$ cat config.mk
export PLATFORM = sky130hd
export DESIGN_NAME = brt_mulh
export DESIGN_NICKNAME = d
export VERILOG_FILES = /design/src/hw/rtl/bed_roughness_theta_unit_assert.svh /design/src/hw/rtl/brt_pkg.sv /design/src/hw/rtl/brt_mulh.sv
export SDC_FILE = /design/constraint.sdc
export NUM_CORES = 2
export LEC_CHECK = 0
export BUFFER_PORTS_ARGS = -buffer_cell sky130_fd_sc_hd__buf_2
export CORE_ASPECT_RATIO = 1.1
export CORE_MARGIN = 4
export CORE_UTILIZATION = 30
export DETAILED_ROUTE_END_ITERATION = 6
export HOLD_SLACK_MARGIN = 0.02
export MAX_ROUTING_LAYER = met4
export PLACE_DENSITY = 0.55
export SYNTH_ARGS = -nofsm -noshare
export SYNTH_HDL_FRONTEND = slang
export SYNTH_SLANG_ARGS = --single-unit
$ cat constraint.sdc
create_clock -name clk -period 20.3 [get_ports clk]
set_clock_uncertainty 0.15 [all_clocks]
set_input_delay 0 -clock clk [delete_from_list [all_inputs] [get_ports clk]]
set_output_delay 0 -clock clk [all_outputs]
set_load 0.02 [all_outputs]
$ cat src/hw/rtl/bed_roughness_theta_unit_assert.svh
// assertion macros for the bed roughness theta unit
// expects clk and rst_n in the scope where a macro is used
`ifndef BED_ROUGHNESS_THETA_UNIT_ASSERT_SVH
`define BED_ROUGHNESS_THETA_UNIT_ASSERT_SVH

// condition must hold on every clock while out of reset
`define BRT_ASSERT_ALWAYS(lbl, cond, msg) \
  lbl: assert property (@(posedge clk) disable iff (!rst_n) (cond)) else $error(msg);

// antecedent implies consequent in the same cycle
`define BRT_ASSERT_IMPLY(lbl, ante, cons, msg) \
  lbl: assert property (@(posedge clk) disable iff (!rst_n) (ante) |-> (cons)) else $error(msg);

`endif

$ cat src/hw/rtl/brt_pkg.sv
// shared widths, constants and types for the bed roughness theta unit
// no dependencies
`default_nettype none

package brt_pkg;

  localparam int TH_W    = 21;   // thickness, 8 fraction bits
  localparam int COEF_W  = 48;   // coefficients, 8 fraction bits
  localparam int THETA_W = 17;   // theta, Q1.16
  localparam int DIV_W   = 121;  // divisor and remainder width
  localparam int Q_W     = 32;   // quotient bits, 1/omega in Q0.32

  localparam logic [THETA_W-1:0] THETA_ONE  = 17'h10000;
  localparam logic [THETA_W-1:0] THETA_ZERO = 17'h00000;
  localparam logic [TH_W-1:0]    THR_RESET  = 21'd25600;

  // per-transaction override flags carried alongside the divider
  typedef struct packed {
    logic force_en;   // result does not come from the divider
    logic force_one;  // forced value is 1.0, otherwise 0
  } brt_side_t;

endpackage

`default_nettype wire

$ cat src/hw/rtl/brt_mulh.sv
// one horner step: y = a * h + addend, two register stages
// depends on brt_pkg
`default_nettype none

module brt_mulh #(
  parameter int AW = 58,
  parameter int OW = AW + 23
) (
  input  logic                         clk,
  input  logic                         en,
  input  logic signed [AW-1:0]         a,
  input  logic [brt_pkg::TH_W-1:0]     h,
  input  logic signed [OW-1:0]         addend,
  output logic signed [OW-1:0]         y,
  output logic [brt_pkg::TH_W-1:0]     h_out
);

  localparam int NL = (AW + 31) / 32;
  localparam int XA = 32 * NL;
  localparam int GW = XA + 32;
  localparam int XW = (GW > OW) ? GW : OW;

  logic signed [XA-1:0] a_x;
  logic [GW-1:0] ev_nxt, od_nxt;
  logic [GW-1:0] ev_r, od_r;
  logic signed [OW-1:0] add_r;
  logic [brt_pkg::TH_W-1:0] ha_r, hb_r;
  logic signed [XW-1:0] sum;
  logic signed [OW-1:0] y_r;

  assign a_x = XA'(a);

  // limb products; limbs of one parity never overlap, so packing is wiring
  always_comb begin
    logic [52:0] pu;
    logic signed [53:0] ps;
    logic [63:0] pk;
    ev_nxt = '0;
    od_nxt = '0;
    for (int k = 0; k < NL; k++) begin
      if (k == NL - 1) begin
        ps = $signed(a_x[32*k +: 32]) * $signed({1'b0, h});
        pk = 64'(ps);
        pu = '0;
      end else begin
        pu = a_x[32*k +: 32] * h;
        pk = {11'b0, pu};
        ps = '0;
      end
      if ((k % 2) == 0) begin
        ev_nxt[32*k +: 64] = pk;
      end else begin
        od_nxt[32*k +: 64] = pk;
      end
    end
  end

  assign sum = XW'($signed(ev_r)) + XW'($signed(od_r)) + XW'(add_r);

  always_ff @(posedge clk) begin
    if (en) begin
      ev_r  <= ev_nxt;
      od_r  <= od_nxt;
      add_r <= addend;
      ha_r  <= h;
      y_r   <= $signed(sum[OW-1:0]);
      hb_r  <= ha_r;
    end
  end

  assign y     = y_r;
  assign h_out = hb_r;

endmodule

`default_nettype wire

=== Yosys cells after proc, flatten, opt, wreduce, memory -nomap -nowiden ===
Cells that the tools add are included.

* Bits in registers: 305
* Input port bits: 162
* Output and inout bits: 102
* Logic and storage cells: 10

* Add/subtract/negate cells: 2
* Multipliers: 2

{| class="wikitable"
|+ Operators with widths
! kind !! count
|-
| 54-bit by 80-bit adder with 81-bit output || 1
|-
| 81-bit adder || 1
|-
| 32-bit by 21-bit multiplier with 53-bit output || 1
|-
| 26-bit by 22-bit multiplier with 48-bit output || 1
|}

=== Depth between registers and ports, before layout ===
* Word-level depth: 2
* Gate-level depth with buffers: 29
* Mapped depth without buffers: 27

=== Worst setup path after synthesis ===
No wires, ideal clock.

* Path type: input to register
* Start point: input h[12] in the netlist's numbering
* End point: register ev_r[46], data pin
* Library setup time: 265 ps
* Arrival time: 6691 ps
* Data required time: 19885 ps
* Slack: 13194 ps
* Stages: 25
* Path buffers: 2
* Cell sequence: clkbuf_1 -> clkbuf_1 -> nand2_1 -> fa_1 -> inv_1 -> fa_1 -> inv_1 -> fa_1 -> inv_1 -> fa_1 -> fa_1 -> fa_1 -> fa_1 -> ha_1 -> a21o_1 -> a31o_2 -> a21o_1 -> a221o_1 -> a21o_1 -> a31o_2 -> a21oi_1 -> o21ai_1 -> a221oi_2 -> o21ai_0 -> xor2_1

* Longest elaborated chain between the ends: 1

{| class="wikitable"
|+ Ends and longest elaborated chain
! item !! line !! source
|-
| start, declared || brt_mulh.sv:12 || <nowiki>input logic [brt_pkg::TH_W-1:0] h,</nowiki>
|-
| 32-bit by 21-bit multiplier with 53-bit output || brt_mulh.sv:46 || <nowiki>pu = a_x[32*k +: 32] * h;</nowiki>
|-
| via ev_nxt[46] || brt_mulh.sv:24 || <nowiki>logic [GW-1:0] ev_nxt, od_nxt;</nowiki>
|-
| end signal, assigned || brt_mulh.sv:62 || <nowiki>ev_r <= ev_nxt;</nowiki>
|-
| end, declared || brt_mulh.sv:25 || <nowiki>logic [GW-1:0] ev_r, od_r;</nowiki>
|}

The timed path passes the listed nets, and every way through them passes these cells.
A chain may end at the register's enable or synchronous reset.

=== Worst setup path in the final report ===
* Start point: input h[12] in the netlist's numbering
* End point: register ev_r[52], data pin

Same word-level chain as after synthesis.

==> impl_metrics.env <==
export IMPL_hpwl_um=122000
export IMPL_ys_types=69
export IMPL_cts_path_max_buffers=3
export IMPL_firstDrtPassIters=5
export IMPL_async_flop_share_pct=0
export IMPL_gr_total_overflow=0
export IMPL_setup_worst_path_start_class="input port"
export IMPL_fillCellCount=18842
export IMPL_synth_top_family_by_area="adder cells"
export IMPL_die_h_um=460
export IMPL_synthTopCellsByCount="inv_1, fa_1, nand2_1"
export IMPL_holdCritStartpoint="h[11]"
export IMPL_finalHoldViolations=0
export IMPL_syn2layout_area_growth_pct=12.3
export IMPL_cts_made_buffers=43
export IMPL_synth_edf_count=305
export IMPL_netlist_instances=5567
export IMPL_worst_pin_slew_ns=1.10
export IMPL_r2r_end="y[74]"
export IMPL_clkTransAtPathRegs_ns=0.07
export IMPL_cts_tree="done"
export IMPL_place_congestion=0.867
export IMPL_netlist_top_cells_area="fa_1, edfxtp_1, ha_1"
export IMPL_cts_resized=0
export IMPL_io_pins=264
export IMPL_crit_slowest_cell="buf_4"
export IMPL_routed_wl_um=161000
export IMPL_clockRootBuffer="clkbuf_16"
export IMPL_fin_crit_ns=8.13
export IMPL_cts_max_level=2
export IMPL_min_path_type="in2reg"
export IMPL_cp_max_fo=33
export IMPL_post_route_period_util_pct=40.0
export IMPL_crit_type="in2reg"
export IMPL_synth_seq_cells=305
export IMPL_placementRows=165
export IMPL_fin_nets=7552
export IMPL_r2r_cells=13
export IMPL_vias=39135
export IMPL_die_w_um=419
export IMPL_worstPathArrival_ns=8.37
export IMPL_drive_gt1_share_pct=6.57
export IMPL_tns_ns=0
export IMPL_required_ns=20.54
export IMPL_core_um2=184000
export IMPL_syn_avg_cell_area_um2=10.0
export IMPL_ant_nets=0
export IMPL_port_buffers=263
export IMPL_synth_most_common_cell="inv_1"
export IMPL_min_to="ha_r[11]"
export IMPL_dr_first_iter_drc_count=2285
export IMPL_cts_sinks=305
export IMPL_syn_nets=7300
export IMPL_worst_path_most_repeated_cell="fa_1"
export IMPL_initial_core_util_pct=30.2
export IMPL_rsz0062_at_grt="no"
export IMPL_rr_startpoint="ev_r[50]"
export IMPL_multiInputGateArea_um2=41200
export IMPL_critPathLaunch="h[12]"
export IMPL_grt_pass1_wl_um=255000
export IMPL_antenna_found_initial=32
export IMPL_maxCapViolCount=0
export IMPL_wl_per_cell_um=19.4
export IMPL_critPathCaptureType="flop"
export IMPL_grt_max_degree=78
export IMPL_synth_top_cell_area_share_pct=41.1
export IMPL_synth_compound_area_share_pct=6.26
export IMPL_hold_depth=2
export IMPL_post_synth_top_area_cell="fa_1"
export IMPL_syn_area_um2=55700
export IMPL_die_area_um2=192000
export IMPL_slew_viol_final=0
export IMPL_max_stage_delay_ns=0.57
export IMPL_avgViaCountPerCell=4.72
export IMPL_r2r_slack_ns=15.11
export IMPL_max_freq_mhz=123
export IMPL_run_status="completed"
export IMPL_ys_warn_count=0
export IMPL_synth_xor_area_share_pct=2.88
export IMPL_seq_area_um2=9160
export IMPL_yosys_area_share_adder_pct=50.7
export IMPL_worst_skew_pair_late_latency_ns=0.68
export IMPL_drc=0
export IMPL_relSlewSlack_pct=26.3
export IMPL_synth_mux_area_share_pct=0
export IMPL_setup_viol=0
export IMPL_track_usage_pct=17.7
export IMPL_seq_area_frac_synth_pct=16.5
export IMPL_synth_flop_cell="edfxtp_1"
export IMPL_synthSimpleGateAreaFrac_pct=14.1
export IMPL_grt_pass1_vias=43699
## flip-flops by register name, indices dropped and copies added (netlist names)
| name | cells |
|---|---|
| ha_r | 21 |
| add_r | 81 |
| h_out | 21 |
| od_r | 48 |
| ev_r | 53 |
| y | 81 |
## layout make-up
class | count | area share, %
multi-input cells | 3845 | 65.9
diodes | 25 | 0.100
inverters | 1145 | 6.87
clock inverters | 24 | 0.434
flip-flops and latches | 305 | 14.6
repair buffers | 479 | 5.47
well taps | 2421 | 4.85
clock buffers | 50 | 1.76
## logic make-up (layout without fill, tap and decap cells)
family          count (synthesis)  after routing
compound gates                525            525
xor+xnor                      183            183
fa+ha+maj                    1571           1571
buf+inv                      1417           1698
flops                         305            305
other cells                     0             25
simple gates                 1566           1566
## critical path, delay by kind of cell
kind | cells | cell delay (ns)
adder cells (fa/ha/maj) | 8 | 3.85
AO/OA/AOI/OAI | 10 | 2.36
buffers and inverters | 6 | 1.77
AND/OR/NAND/NOR | 1 | 0.18
XOR/XNOR | 1 | 0.13
## worst max-delay path by stage
stage | end | slack (ns) | cells after the start
floorplan | ev_r[46] | 13.19 | 25
global placement | ev_r[52] | 12.16 | 25
detailed placement | ev_r[52] | 12.10 | 25
CTS | ev_r[48] | 12.28 | 26
global route | ev_r[45] | 11.78 | 26
finish | ev_r[52] | 12.17 | 26
## per-stage QoR
step | hold slack (ns) | cell area (um^2) | std cells | setup WS [ns] | util [%]
finish | 0.0929 | 62500 | 8294 | 12.17 | 34.0
global route | 0.0678 | 62500 | 8291 | 11.78 | 33.9
CTS | 0.0202 | 62500 | 8269 | 12.28 | 33.9
detailed placement | 0.0281 | 59200 | 8008 | 12.10 | 32.2
global placement | 0.0271 | 59200 | 8008 | 12.16 | 32.2
floorplan | -0.0511 | 55700 | 5567 | 13.19 | -
## per-layer routing
| layer | GRT usage, % | part of all wire, % | up-vias |
|---|---|---|---|
| met5 | - | 0 | - |
| met4 | 5.06 | 3.1 | 0 |
| met3 | 2.70 | 5.4 | 267 |
| met2 | 29.4 | 49 | 1077 |
| met1 | 22.3 | 43 | 20266 |
| li1 | - | - | 17525 |
## placed cells by master (no fill, tap or decap), drive strengths merged, types with 9 or more instances in the layout
| cell | netlist | layout |
|---|---|---|
| inv | 1145 | 1151 |
| fa | 1143 | 1143 |
| nand2 | 698 | 698 |
| and2 | 639 | 639 |
| ha | 428 | 428 |
| edfxtp | 305 | 305 |
| buf | 3 | 292 |
| dlygate4sd3 | 0 | 187 |
| a21oi | 159 | 159 |
| xnor2 | 128 | 128 |
| a21o | 101 | 101 |
| o21ai | 91 | 91 |
| nor2 | 71 | 71 |
| xor2 | 55 | 55 |
| clkbuf | 269 | 50 |
| nand3 | 28 | 28 |
| nand4 | 28 | 28 |
| diode | 0 | 25 |
| o21a | 24 | 24 |
| o21bai | 23 | 23 |
| and3 | 23 | 23 |
| nor2b | 20 | 20 |
| nand2b | 19 | 19 |
| a211oi | 18 | 18 |
| nor3 | 17 | 17 |
| a31oi | 16 | 16 |
| o211ai | 14 | 14 |
| clkinv | 0 | 14 |
| o31ai | 10 | 10 |
| a221oi | 10 | 10 |
| and4 | 9 | 9 |
| a21boi | 9 | 9 |
## what timing repair did
| item | CTS | global route |
|---|---|---|
| setup buffers | 0 | 0 |
| hold buffers | 187 | 0 |
| endpoints found under the hold margin | 159 | 0 |
Power is not shown: default switching activity piles up to over one toggle a cycle in this logic, so the estimate is an artifact.
